`src/rtl/core/ansi_text_console_assert.svh`:
```
// ----------------------------------------------------------------------------
// ansi_text_console_assert.svh
// assertion macros shared by the console rtl
// ----------------------------------------------------------------------------
`ifndef ANSI_TEXT_CONSOLE_ASSERT_SVH
`define ANSI_TEXT_CONSOLE_ASSERT_SVH
`ifndef SYNTHESIS
// checked property, off while rst is high
`define ATC_ASSERT(lbl, prop, msg) \
  lbl: assert property (@(posedge clk) disable iff (rst) prop) else $error(msg);
// checked property, also during reset
`define ATC_ASSERT_ALWAYS(lbl, prop, msg) \
  lbl: assert property (@(posedge clk) prop) else $error(msg);
`else
`define ATC_ASSERT(lbl, prop, msg)
`define ATC_ASSERT_ALWAYS(lbl, prop, msg)
`endif
`endif

```
`src/rtl/core/atc_pkg.sv`:
```
// ----------------------------------------------------------------------------
// atc_pkg
// shared constants, codes and controller/datapath interface types
// ----------------------------------------------------------------------------
package atc_pkg;

  localparam int COLS       = 80;
  localparam int ROWS       = 25;
  localparam int MAX_PARAMS = 3;
  localparam int CELLS      = ROWS * COLS;
  localparam int ADDR_W     = $clog2(CELLS);
  localparam int ROW_W      = 5;
  localparam int COL_W      = 7;
  localparam int PCNT_W     = 2;
  localparam int CELL_W     = 16;

  localparam logic [7:0] ESC_BYTE   = 8'h1b;
  localparam logic [7:0] BLANK_CHAR = 8'h20;
  localparam logic [7:0] LF_BYTE    = 8'h0a;
  localparam logic [7:0] CR_BYTE    = 8'h0d;
  localparam logic [7:0] LBRACKET   = 8'h5b;
  localparam logic [7:0] SEMI_BYTE  = 8'h3b;
  localparam logic [7:0] DIGIT_LO   = 8'h30;
  localparam logic [7:0] DIGIT_HI   = 8'h39;
  localparam logic [7:0] CMD_SGR    = 8'h6d;
  localparam logic [7:0] CMD_CUP_H  = 8'h48;
  localparam logic [7:0] CMD_CUP_F  = 8'h66;
  localparam logic [7:0] CMD_ED     = 8'h4a;
  localparam logic [7:0] CMD_EL     = 8'h4b;

  localparam logic [7:0]  RESET_ATTR = 8'h07;
  localparam logic [3:0]  RESET_FORE = 4'h7;
  localparam logic [3:0]  RESET_BACK = 4'h0;
  localparam logic [15:0] SGR_FG_LO  = 16'd30;
  localparam logic [15:0] SGR_FG_HI  = 16'd37;
  localparam logic [15:0] SGR_BG_LO  = 16'd40;
  localparam logic [15:0] SGR_BG_HI  = 16'd47;
  localparam logic [15:0] ACC_MAX    = 16'hffff;

  typedef enum logic [1:0] {
    FUNC_ANSI = 2'd0,
    FUNC_RAW  = 2'd1,
    FUNC_BS   = 2'd2,
    FUNC_READ = 2'd3
  } func_t;

  // ansi colour order to vga colour order
  function automatic logic [3:0] colour_map(input logic [2:0] c);
    logic [3:0] v;
    unique case (c)
      3'd0:    v = 4'd0;
      3'd1:    v = 4'd4;
      3'd2:    v = 4'd2;
      3'd3:    v = 4'd6;
      3'd4:    v = 4'd1;
      3'd5:    v = 4'd5;
      3'd6:    v = 4'd3;
      default: v = 4'd7;
    endcase
    return v;
  endfunction

  typedef struct packed {
    logic take;        // capture input transfer
    logic exec;        // run one decode/update step
    logic copy_step;   // scroll: read one cell a row below
    logic drain;       // scroll: last copy write, arm bottom row blank
    logic fill_step;   // blank one cell
    logic capture_rd;  // latch read data
    logic load_out;    // load result register
  } atc_cmd_t;

  typedef struct packed {
    logic need_scroll;
    logic need_fill;
    logic need_read;
    logic redo;
    logic scan_done;
    logic fill_done;
    logic out_free;
  } atc_stat_t;

endpackage

```
`src/rtl/core/atc_ctrl.sv`:
```
// ----------------------------------------------------------------------------
// atc_ctrl
// sequencer for decode steps, scroll copy, blanking sweeps and result handoff
// ----------------------------------------------------------------------------
`include "ansi_text_console_assert.svh"

module atc_ctrl
  import atc_pkg::*;
(
  input  logic      clk,
  input  logic      rst,
  input  logic      in_valid,
  output logic      in_ready,
  input  atc_stat_t stat,
  output atc_cmd_t  cmd
);

  typedef enum logic [2:0] {
    S_CLEAR,
    S_IDLE,
    S_EXEC,
    S_SCROLL,
    S_DRAIN,
    S_FILL,
    S_READ,
    S_DONE
  } state_t;

  state_t state;
  logic   redo;

  assign in_ready = (state == S_IDLE);

  always_comb begin
    cmd            = '0;
    cmd.take       = (state == S_IDLE) && in_valid;
    cmd.exec       = (state == S_EXEC);
    cmd.copy_step  = (state == S_SCROLL);
    cmd.drain      = (state == S_DRAIN);
    cmd.fill_step  = (state == S_FILL) || (state == S_CLEAR);
    cmd.capture_rd = (state == S_READ);
    cmd.load_out   = (state == S_DONE) && stat.out_free;
  end

  always_ff @(posedge clk) begin
    if (rst) begin
      state <= S_CLEAR;
      redo  <= 1'b0;
    end else begin
      unique case (state)
        S_CLEAR: begin
          if (stat.fill_done) state <= S_IDLE;
        end
        S_IDLE: begin
          if (in_valid) state <= S_EXEC;
        end
        S_EXEC: begin
          redo <= stat.redo;
          if (stat.need_scroll)    state <= S_SCROLL;
          else if (stat.need_fill) state <= S_FILL;
          else if (stat.need_read) state <= S_READ;
          else if (stat.redo)      state <= S_EXEC;
          else                     state <= S_DONE;
        end
        S_SCROLL: begin
          if (stat.scan_done) state <= S_DRAIN;
        end
        S_DRAIN: state <= S_FILL;
        S_FILL: begin
          if (stat.fill_done) state <= redo ? S_EXEC : S_DONE;
        end
        S_READ: state <= S_DONE;
        S_DONE: begin
          if (stat.out_free) state <= S_IDLE;
        end
        default: state <= S_IDLE;
      endcase
    end
  end

  `ATC_ASSERT(a_one_cmd, $onehot0({cmd.exec, cmd.copy_step, cmd.fill_step, cmd.capture_rd}),
              "controller issued two datapath steps at once")
  `ATC_ASSERT(a_exec_after, cmd.take |=> cmd.exec, "accepted item not decoded next cycle")
  `ATC_ASSERT(a_drain_fill, cmd.drain |=> cmd.fill_step, "scroll not followed by row blank")

endmodule

```
`config.mk`:
```
export PLATFORM = sky130hd
export DESIGN_NAME = atc_ctrl
export DESIGN_NICKNAME = d
export VERILOG_FILES = /design/src/rtl/core/atc_pkg.sv /design/src/rtl/core/atc_ctrl.sv
export VERILOG_INCLUDE_DIRS = /design/src /design/src/rtl/core
export SDC_FILE = /design/constraint.sdc
export NUM_CORES = 1
export LEC_CHECK = 0
export BUFFER_PORTS_ARGS = -buffer_cell sky130_fd_sc_hd__buf_2
export CORE_AREA = 2 2 39 41
export DETAILED_ROUTE_END_ITERATION = 10
export DIE_AREA = 0 0 41 43
export HOLD_SLACK_MARGIN = 0.08
export SYNTH_ARGS = -nofsm -noshare
export SYNTH_HDL_FRONTEND = slang
export SYNTH_SLANG_ARGS = --single-unit
```
`constraint.sdc`:
```
create_clock -name clk -period 3.3 [get_ports clk]
set_input_delay 0.495 -clock clk [delete_from_list [all_inputs] [get_ports clk]]
set_output_delay 0.495 -clock clk [all_outputs]
set_load 0.1 [all_outputs]
```
==> out/results.ini, run 1 <==
[layout]
diodes=0
final_nets=73
multi_input_area_um2=252.7
final_cell_mix=buf_2 (17), nor2_1 (6), dfxtp_1 (4)
drive_gt1_share_pct=45.90
finalInstanceArea_um2=474.2
final_util_pct=34.27
synthToLayoutAreaGrowth_pct=30.69
layout_commonest_cell=buf_2
fill_cells=162
regArea_um2=80.08

[routing]
drt_iter0_drc=3
vias_per_cell=4.961
ant_nets=0
route.detailed.drc=0
first_pass_iters=2
vias=382
drt_wl_total_um=798
wire_per_inst_um=10.36

[pwr]
p_int_uw=135.1
switching_share_pct=53.74
power_uw=292.1
power_frac_comb_pct=54.0
p_sw_uw=157.0
p_per_area_nw_per_um2=616.1
irDropWorstVdd_mv=0.1730
seqPwrFrac_pct=25.8
p_leak_uw=0.0002085
power_frac_clock_pct=20.2

[status]
status=complete, no violations

[grt]
grt_use_met3_pct=1.571
met2_usage_pct=15.94
antenna_found_initial=0
busiest_layer=met2
grt_pass1_wl_mm=1.242
grt_use_total_pct=10.65
first_global_vias=318
gr-usage-met1_pct=12.90
gr-total-overflow=0
grt_max_degree=16

[clocking]
ctsResizeCount=0
cts-buffers-inserted=3
cts.sinks=4
clk_pin_slew_ns=0.04
postCtsSetupBuffers=0
clk_path_buf_depth=2
ctsHoldBuffers=0
cts_tree=yes
clock_latency_ns=0.23
clock-root-buffer=clkbuf_4
cts_htree_levels=1

[floorplan]
dieArea_um2=1763
io_pins=18
die_w_um=41
chipHeight_um=43
core_um2=1384
floorplan.initialDensity_pct=26.22
row_count=14

[placement]
gp_congestion=0.6799
dp_hpwl_um=638.2
place_area_um2=451.7
io_buffer_count=17
pre_cts_ws_ns=1.419

[timing]
setup_ws_ns=1.185
hold_viol=0
period_share_pct=64.09
drv_slew=0
finClkSkew_ns=0.002563
period_minus_slack_ns=2.115
fmax_mhz=472.9
setup-violations-final=0
tightest_slew_ns=0.4745
relSlewSlack_pct=68.33
rsz0062_at_grt=no
tns_ns=0

[logic_synthesis]
postSynthCellCount=44
seq_area_frac_synth_pct=22.07
netlist_area_um2=362.8
ys_types=28
yosys_warnings=0
ys_ff_latch=4
synth_nets=54
synth_area_per_cell_um2=8.247

[setup_path]
r2r-start=state[2]$_SDFFE_PP0P_
endpoint_kind=output port
critPathLaunchType=flip-flop
crit_fanout=12
crit_start=state[0]$_SDFFE_PP0P_
arrival_ns=1.62
crit_type=reg2out
required_ns=2.80

[job]
drv_cap=0

[hold_path]
min-delay-path-class=in2reg
min_from=rst

through the flow:
step	hold slack (ns)	std cells
global route	0.5102	77
CTS	0.4903	77
floorplan	0.4833	44
detailed placement	0.5313	74
global placement	0.5180	74
finish	0.4982	77
synthesized netlist by cell type (all sizes together):
cell	n	share of area (%)
dfxtp	4	22
a2111o	1	3.1
and2	1	1.7
a32o	1	2.8
nand2	3	3.1
a221oi	1	4.1
and3	2	3.4
a21oi	2	2.8
nor2	6	6.2
a311oi	2	6.6
nor4	1	1.7
inv	3	3.8
a31oi	2	3.4
or2	1	1.7
nor3b	1	3.4
mux2i	3	8.3
nor2b	1	1.7
o41ai	1	2.4
o21ai	1	1.4
buf	3	5.9
or2b	1	2.1
nor3	1	1.4
and4bb	2	6.9
metal layers:
metal	part of all wire, %	vias up
met5	0	-
met4	0	0
met3	6.8	0
met2	49	11
met1	44	170
li1	-	201
cell type report:
class                   count  area share [%]
repair buffers             17           17.94
flip-flops and latches      4           16.89
multi-input cells          34           53.30
well taps                  16           4.222
clock buffers               3           4.749
inverters                   3           2.902
sequential cells by signal (all words and copies together), names as in the netlist:
register and flops:
state 3, redo 1
power by group through the flow:
stage	logic (uW)	clock network [uW]	registers, uW
finish	158	59.0	75.5
floorplan	154	0	60.3
detailed placement	158	0	76.7
global route	168	64.7	79.0
CTS	159	63.1	75.9
global placement	158	0	75.8
worst paths after layout:
check	slack [ns]	to	depth (start not counted)
worst max register to register	1.86	state[0]$_SDFFE_PP0P_	3
worst min-delay path	0.50	state[2]$_SDFFE_PP0P_	2
worst max-delay path	1.19	cmd[6]	4
worst min register to register	0.52	redo$_SDFFE_PP0P_	2
cell families (layout without fill, tap and decap cells):
logic type             Yosys count  count (layout)  share of synthesized area (%)
and+or+nand+nor                 20              20                          33.45
AOI/OAI and AO/OA               11              11                          26.55
muxes                            3               3                          8.276
buffers and inverters            6              23                          9.654
DFF                              4               4                          22.07
worst max-delay path, cell delays in order, from the launching register on:
cell and delay [ns]:
dfxtp_1 0.55, inv_2 0.11, nor3_2 0.18, and2_1 0.14, buf_2 0.41
Note: power is estimated with default switching activity, not from simulation.
==> run 2: changes to the inputs <==
--- a/config.mk
+++ b/config.mk
@@ -6,6 +6,7 @@
 export SDC_FILE = /design/constraint.sdc
 export NUM_CORES = 1
 export LEC_CHECK = 0
+export ABC_AREA = 1
 export BUFFER_PORTS_ARGS = -buffer_cell sky130_fd_sc_hd__buf_2
 export CORE_AREA = 2 2 39 41
 export DETAILED_ROUTE_END_ITERATION = 10
==> constraint.sdc (replaced) <==
create_clock -name clk -period 2 [get_ports clk]
set_input_delay 0.3 -clock clk [delete_from_list [all_inputs] [get_ports clk]]
set_output_delay 0.3 -clock clk [all_outputs]
set_load 0.1 [all_outputs]
==> out/results.ini, run 2 <==
[layout]
reg.largest.list=state (3), redo (1)
regMostFlops=state
layout_commonest_cell=buf_2
drive_gt1_share_pct=34.12  ; -12 points
synthToLayoutAreaGrowth_pct=37.46
fill_cells=154  ; -4.9%
largest_reg_flops=3  ; unchanged
final_nets=97  ; +33%
diodes=0  ; unchanged
final_cell_mix=buf_2 (17), nand2_1 (14), nor2_1 (13), inv_1 (11)

[timing]
tightest_slew_ns=0.4856  ; +0.01109 ns
setup-violations-final=0  ; unchanged
drv_slew=0  ; unchanged
whs_ns=0.3376  ; -0.1606 ns
period_minus_slack_ns=1.735
hold_viol=0  ; unchanged
period_share_pct=86.75
fmax_mhz=576.4
tns_ns=0  ; unchanged
finClkSkew_ns=0.006086  ; +0.003523 ns
relSlewSlack_pct=67.85  ; -0.47 points
rsz0062_at_grt=no

[pwr]
p_per_area_nw_per_um2=1857  ; +200%
seqPwrFrac_pct=17.2  ; -8.6 points
switching_share_pct=66.12  ; +12 points
p_sw_uw=597.7  ; +280%
irDropWorstVdd_mv=0.4324  ; +150%
p_leak_uw=0.0003060  ; +47%
power_frac_comb_pct=71.3  ; +17 points
power_frac_clock_pct=11.5  ; -8.7 points
p_int_uw=306.2  ; +130%

[setup_path]
arrival_ns=1.43  ; -0.19 ns
crit_chain=nand2_1 -> nor2_2 -> buf_2
crit_type=reg2out
critPathTopFamily=buffers and inverters
max_stage_delay_ns=0.45  ; -0.10 ns
crit_fanout=7  ; -5
critPathLaunchType=flip-flop
path_buf_inv=1  ; -1
r2r_end=state[2]$_SDFFE_PP0P_
reg2reg_slack_ns=0.76  ; -1.10 ns
crit_start=state[1]$_SDFFE_PP0P_
endpoint_kind=output port
crit_slowest_cell=buf_2
required_ns=1.70  ; -1.10 ns
r2r-start=state[2]$_SDFFE_PP0P_
reg2regPathDepth=7  ; +4

[floorplan]
die_w_um=41  ; unchanged
chipHeight_um=43  ; unchanged
core_um2=1384  ; unchanged
io_pins=18  ; unchanged
row_count=14  ; unchanged
floorplan.initialDensity_pct=25.59  ; -0.63 points
dieArea_um2=1763  ; unchanged

[grt]
grt_max_degree=10  ; -6
first_global_vias=379  ; +19%
antenna_found_initial=0  ; unchanged
gr-total-overflow=0  ; unchanged
grt_pass1_wl_mm=1.435  ; +16%
grt_use_total_pct=12.26  ; +1.6 points

[clocking]
postCtsSetupBuffers=0  ; unchanged
ctsHoldBuffers=0  ; unchanged
cts_tree=yes
clock-root-buffer=clkbuf_4
cts.sinks=4  ; unchanged
clk_pin_slew_ns=0.04  ; about the same
clock_latency_ns=0.24  ; about the same
cts_htree_levels=1  ; unchanged
ctsResizeCount=0  ; unchanged
clk_path_buf_depth=2  ; unchanged
cts-buffers-inserted=3  ; unchanged

[routing]
drt_iter0_drc=4  ; +1
route.detailed.drc=0  ; unchanged
vias=449  ; +18%
ant_nets=0  ; unchanged
drt_wl_total_um=870  ; +9.0%
vias_per_cell=4.446  ; -10%
wire_per_inst_um=8.614  ; -17%
first_pass_iters=3  ; +1

[placement]
io_buffer_count=17  ; unchanged
dp_hpwl_um=725.4  ; +14%
gp_congestion=0.7796  ; +15%

[logic_synthesis]
synth_area_leader_cell=dfxtp_1
netlist_area_um2=354.1  ; -2.4%
synth_top_area_share_pct=22.61  ; +0.55 points
synth-xor-area-share_pct=0  ; unchanged
yosys-top-cells-area=dfxtp_1 (23%), nor2_1 (18%), nand2_1 (15%), inv_1 (12%), o21ai_0 (7.1%)
synth-simple-area-share_pct=50.18  ; +17 points
synth_area_per_cell_um2=5.365  ; -35%
synthMuxAreaShare_pct=0  ; -8.3 points
yosysMostFrequentCell=nor2_1
synth_edf_count=0  ; unchanged
synth_top_family_by_area=simple AND/OR/NAND/NOR gates
ys_types=15  ; -46%
synth_ff_type=dfxtp_1
postSynthCellCount=66  ; +50%
ys_ff_latch=4  ; unchanged
async_flop_share_pct=0  ; unchanged
yosys_warnings=0  ; unchanged
seq_area_frac_synth_pct=22.61  ; +0.55 points
synth_compound_area_share_pct=12.01  ; -15 points
synthAdderAreaFrac_pct=0  ; unchanged
synth_nets=76  ; +41%
synth_common_cells=nor2_1 (17), nand2_1 (14), inv_1 (11), o21ai_0 (5)

[hold_path]
hold_path_depth=3  ; +1
min_from=stat[3]
min-delay-path-class=in2reg
holdPathEnd=redo$_SDFFE_PP0P_

[job]
drv_cap=0  ; unchanged

[status]
status=complete, no violations

-- run 2: changes by cell type after synthesis, sizes merged, moves of 2 or more --
cell    previous run  this run
and4bb             2         0
nand3              0         5
nand2              3        14
a31oi              2         0
mux2i              3         0
a311oi             2         0
and3               2         0
inv                3        13
o21ai              1         5
nor2               6        19
buf                3         1
-- run 2: how the worst max path moves through the flow --
stage	end	cells past startpoint	slack, ns
after CTS	cmd[5]	3	0.26
after floorplan	state[1]$_SDFFE_PP0P_	9	0.17
final	cmd[5]	3	0.27
after global routing	cmd[5]	3	0.18
after detailed placement	cmd[5]	3	0.52
after global placement	cmd[2]	3	0.55
-- run 2: kinds of logic (layout without fill, tap and decap cells) --
group	after synthesis	after routing
AOI/OAI and AO/OA	8	8
buffers and inverters	14	33
DFF	4	4
and+or+nand+nor	40	40
-- run 2: cell type report --
| cell class | count | area (um2) | area share (%) |
|---|---|---|---|
| clock buffer | 3 | 22.52 | 4.627 |
| inverter | 13 | 48.80 | 10.03 |
| multi-input combinational | 48 | 230.2 | 47.30 |
| sequential | 4 | 80.08 | 16.45 |
| tap | 16 | 20.02 | 4.113 |
| timing repair buffer | 17 | 85.08 | 17.48 |
-- run 2: power groups by stage --
| stage | sequential [uW] | combinational (uW) | clock, uW |
|---|---|---|---|
| after global placement | 155 | 649 | 0 |
| after floorplan | 134 | 579 | 0 |
| after global routing | 161 | 705 | 115 |
| after CTS | 155 | 649 | 111 |
| after detailed placement | 157 | 647 | 0 |
| final | 156 | 645 | 104 |
-- run 2: stage by stage --
stage / power (uW) / utilization (%) / setup WS, ns / cells / instance area (um2)
6_report: 903.9 / 35.17 / 0.2650 / 101 / 486.7
2_1_floorplan: 712.5 / - / 0.1704 / 66 / 364.1
4_1_cts: 915.6 / 35.17 / 0.2648 / 101 / 486.7
3_5_place_dp: 803.6 / 33.54 / 0.5246 / 98 / 464.2
3_3_place_gp: 804.3 / 33.54 / 0.5472 / 98 / 464.2
5_1_grt: 982.1 / 35.17 / 0.1841 / 101 / 486.7
-- run 2: per-layer routing --
layer	vias to the layer above	global-route usage (%)	part of all wire [%]
met1	191	13.55	42
li1	244	-	-
met5	-	0	0
met2	14	18.13	52
met4	0	11.33	0
met3	0	2.618	6.1
-- run 2: worst reg2reg max path: stages, from the launching register on --
cell	delay (ns)
dfxtp_1	0.44
inv_2	0.11
nand3_1	0.16
nor2_1	0.09
nor2_4	0.09
nand3_2	0.09
nor2_1	0.12
nor2_1	0.04
==> run 3: changes to the inputs <==
--- a/config.mk
+++ b/config.mk
@@ -12,6 +12,8 @@
 export DETAILED_ROUTE_END_ITERATION = 10
 export DIE_AREA = 0 0 41 43
 export HOLD_SLACK_MARGIN = 0.08
+export RECOVER_POWER = 100
+export SKIP_CTS_REPAIR_TIMING = 1
 export SYNTH_ARGS = -nofsm -noshare
 export SYNTH_HDL_FRONTEND = slang
 export SYNTH_SLANG_ARGS = --single-unit
==> out/results.ini, run 3 (synthesis results as in run 2) <==
[pwr]
p_per_area_nw_per_um2=1872  ; +0.80%
p_leak_uw=0.0002972  ; -2.9%
irDropWorstVdd_mv=0.4262  ; -1.4%
power_uw=897.1  ; -0.76%

[clocking]
cts_tree=yes
clk_pin_slew_ns=0.04  ; about the same
clock_latency_ns=0.24  ; about the same
cts_htree_levels=1  ; unchanged
cts.sinks=4  ; unchanged
clk_path_buf_depth=2  ; unchanged
clock-root-buffer=clkbuf_4
cts-buffers-inserted=3  ; unchanged

[setup_path]
arrival_ns=1.50  ; +0.07 ns
crit_type=reg2out
endpoint_kind=output port
critPathLaunchType=flip-flop
reg2regPathDepth=7  ; unchanged
crit_fanout=7  ; unchanged
required_ns=1.70  ; about the same

[floorplan]
floorplan.initialDensity_pct=25.59  ; unchanged
chipHeight_um=43  ; unchanged
core_um2=1384  ; unchanged
dieArea_um2=1763  ; unchanged
die_w_um=41  ; unchanged
row_count=14  ; unchanged
io_pins=18  ; unchanged

[timing]
tightest_slew_ns=0.5412  ; +0.05561 ns
hold_viol=0  ; unchanged
drv_slew=0  ; unchanged
period_minus_slack_ns=1.796  ; +0.06093 ns
finClkSkew_ns=0.006085  ; -0.0000005400 ns
relSlewSlack_pct=64.08  ; -3.8 points
period_share_pct=89.79  ; +3.0 points
setup-violations-final=0  ; unchanged
tns_ns=0  ; unchanged
fmax_mhz=556.8  ; -3.4%
rsz0062_at_grt=no
whs_ns=0.3374  ; -0.0002320 ns

[placement]
gp_congestion=0.7796  ; unchanged
dp_hpwl_um=725.4  ; unchanged
io_buffer_count=17  ; unchanged

[grt]
antenna_found_initial=0  ; unchanged
grt_max_degree=10  ; unchanged
grt_pass1_wl_mm=1.435  ; unchanged
first_global_vias=379  ; unchanged
grt_use_total_pct=12.26  ; unchanged
gr-total-overflow=0  ; unchanged

[hold_path]
hold_path_depth=3  ; unchanged
min-delay-path-class=in2reg

[layout]
largest_reg_flops=3  ; unchanged
regMostFlops=state
diodes=0  ; unchanged
reg.largest.list=state (3), redo (1)
regArea_um2=80.08  ; unchanged
drive_gt1_share_pct=30.59  ; -3.5 points
multi_input_area_um2=222.7  ; -3.3%
synthToLayoutAreaGrowth_pct=35.34
final_util_pct=34.63  ; -0.54 points
fill_cells=156  ; +1.3%
final_cell_mix=nand2_1 (14), nor2_1 (14), inv_1 (12), buf_2 (10), clkbuf_2 (7)
final_nets=97  ; unchanged

[job]
drv_cap=0  ; unchanged

[routing]
wire_per_inst_um=8.762  ; +1.7%
first_pass_iters=2  ; -1
vias_per_cell=4.426  ; -0.45%
drt_wl_total_um=885  ; +1.7%
ant_nets=0  ; unchanged
route.detailed.drc=0  ; unchanged
drt_iter0_drc=3  ; -1
vias=447  ; -0.45%

[status]
status=complete, no violations

## run 3: changes by cell type in the layout (fill, tap and decap cells not counted), sizes merged
cell	before	now
clkbuf	3	10
buf	17	10
## run 3: final timing paths
path | end | start | slack (ns)
hold / removal | redo$_SDFFE_PP0P_ | stat[3] | 0.34
setup / recovery | cmd[5] | state[1]$_SDFFE_PP0P_ | 0.20
hold reg to reg | redo$_SDFFE_PP0P_ | redo$_SDFFE_PP0P_ | 0.55
setup reg to reg | state[2]$_SDFFE_PP0P_ | state[2]$_SDFFE_PP0P_ | 0.68
## run 3: critical path, stage by stage (launching register included)
cell	delay (ns)
dfxtp_1	0.43
nand2_1	0.15
nor2_1	0.21
buf_2	0.47
## run 3: cell type report
type / count / share of cell area, %
inverters: 13 / 10.18
flip-flops and latches: 4 / 16.71
multi-input cells: 48 / 46.48
clock buffers: 3 / 4.700
repair buffers: 17 / 17.75
well taps: 16 / 4.178
## run 3: report_power, final
part	switching, uW	internal, uW	total (uW)	leakage [uW]
logic	516	123	639	0.000250
registers	43.9	111	155	0.0000331
clock network	36.4	67.4	104	0.0000138
total	596	301	897	0.000297
## run 3: through the flow
step / instances / setup slack (ns) / area (um2)
4_1_cts: 101 / 0.2648 / 486.7
3_5_place_dp: 98 / 0.5246 / 464.2
2_1_floorplan: 66 / 0.1704 / 364.1
5_1_grt: 101 / 0.1235 / 479.2
6_report: 101 / 0.2041 / 479.2
3_3_place_gp: 98 / 0.5472 / 464.2
## run 3: layer usage
layer	routed length [um]	vias up	GRT usage, %	share of wire [%]
met4	12	0	11.33	1.4
met2	438	12	18.13	49
met5	0	-	0	0
met3	46	3	2.618	5.2
li1	-	243	-	-
met1	387	189	13.55	44
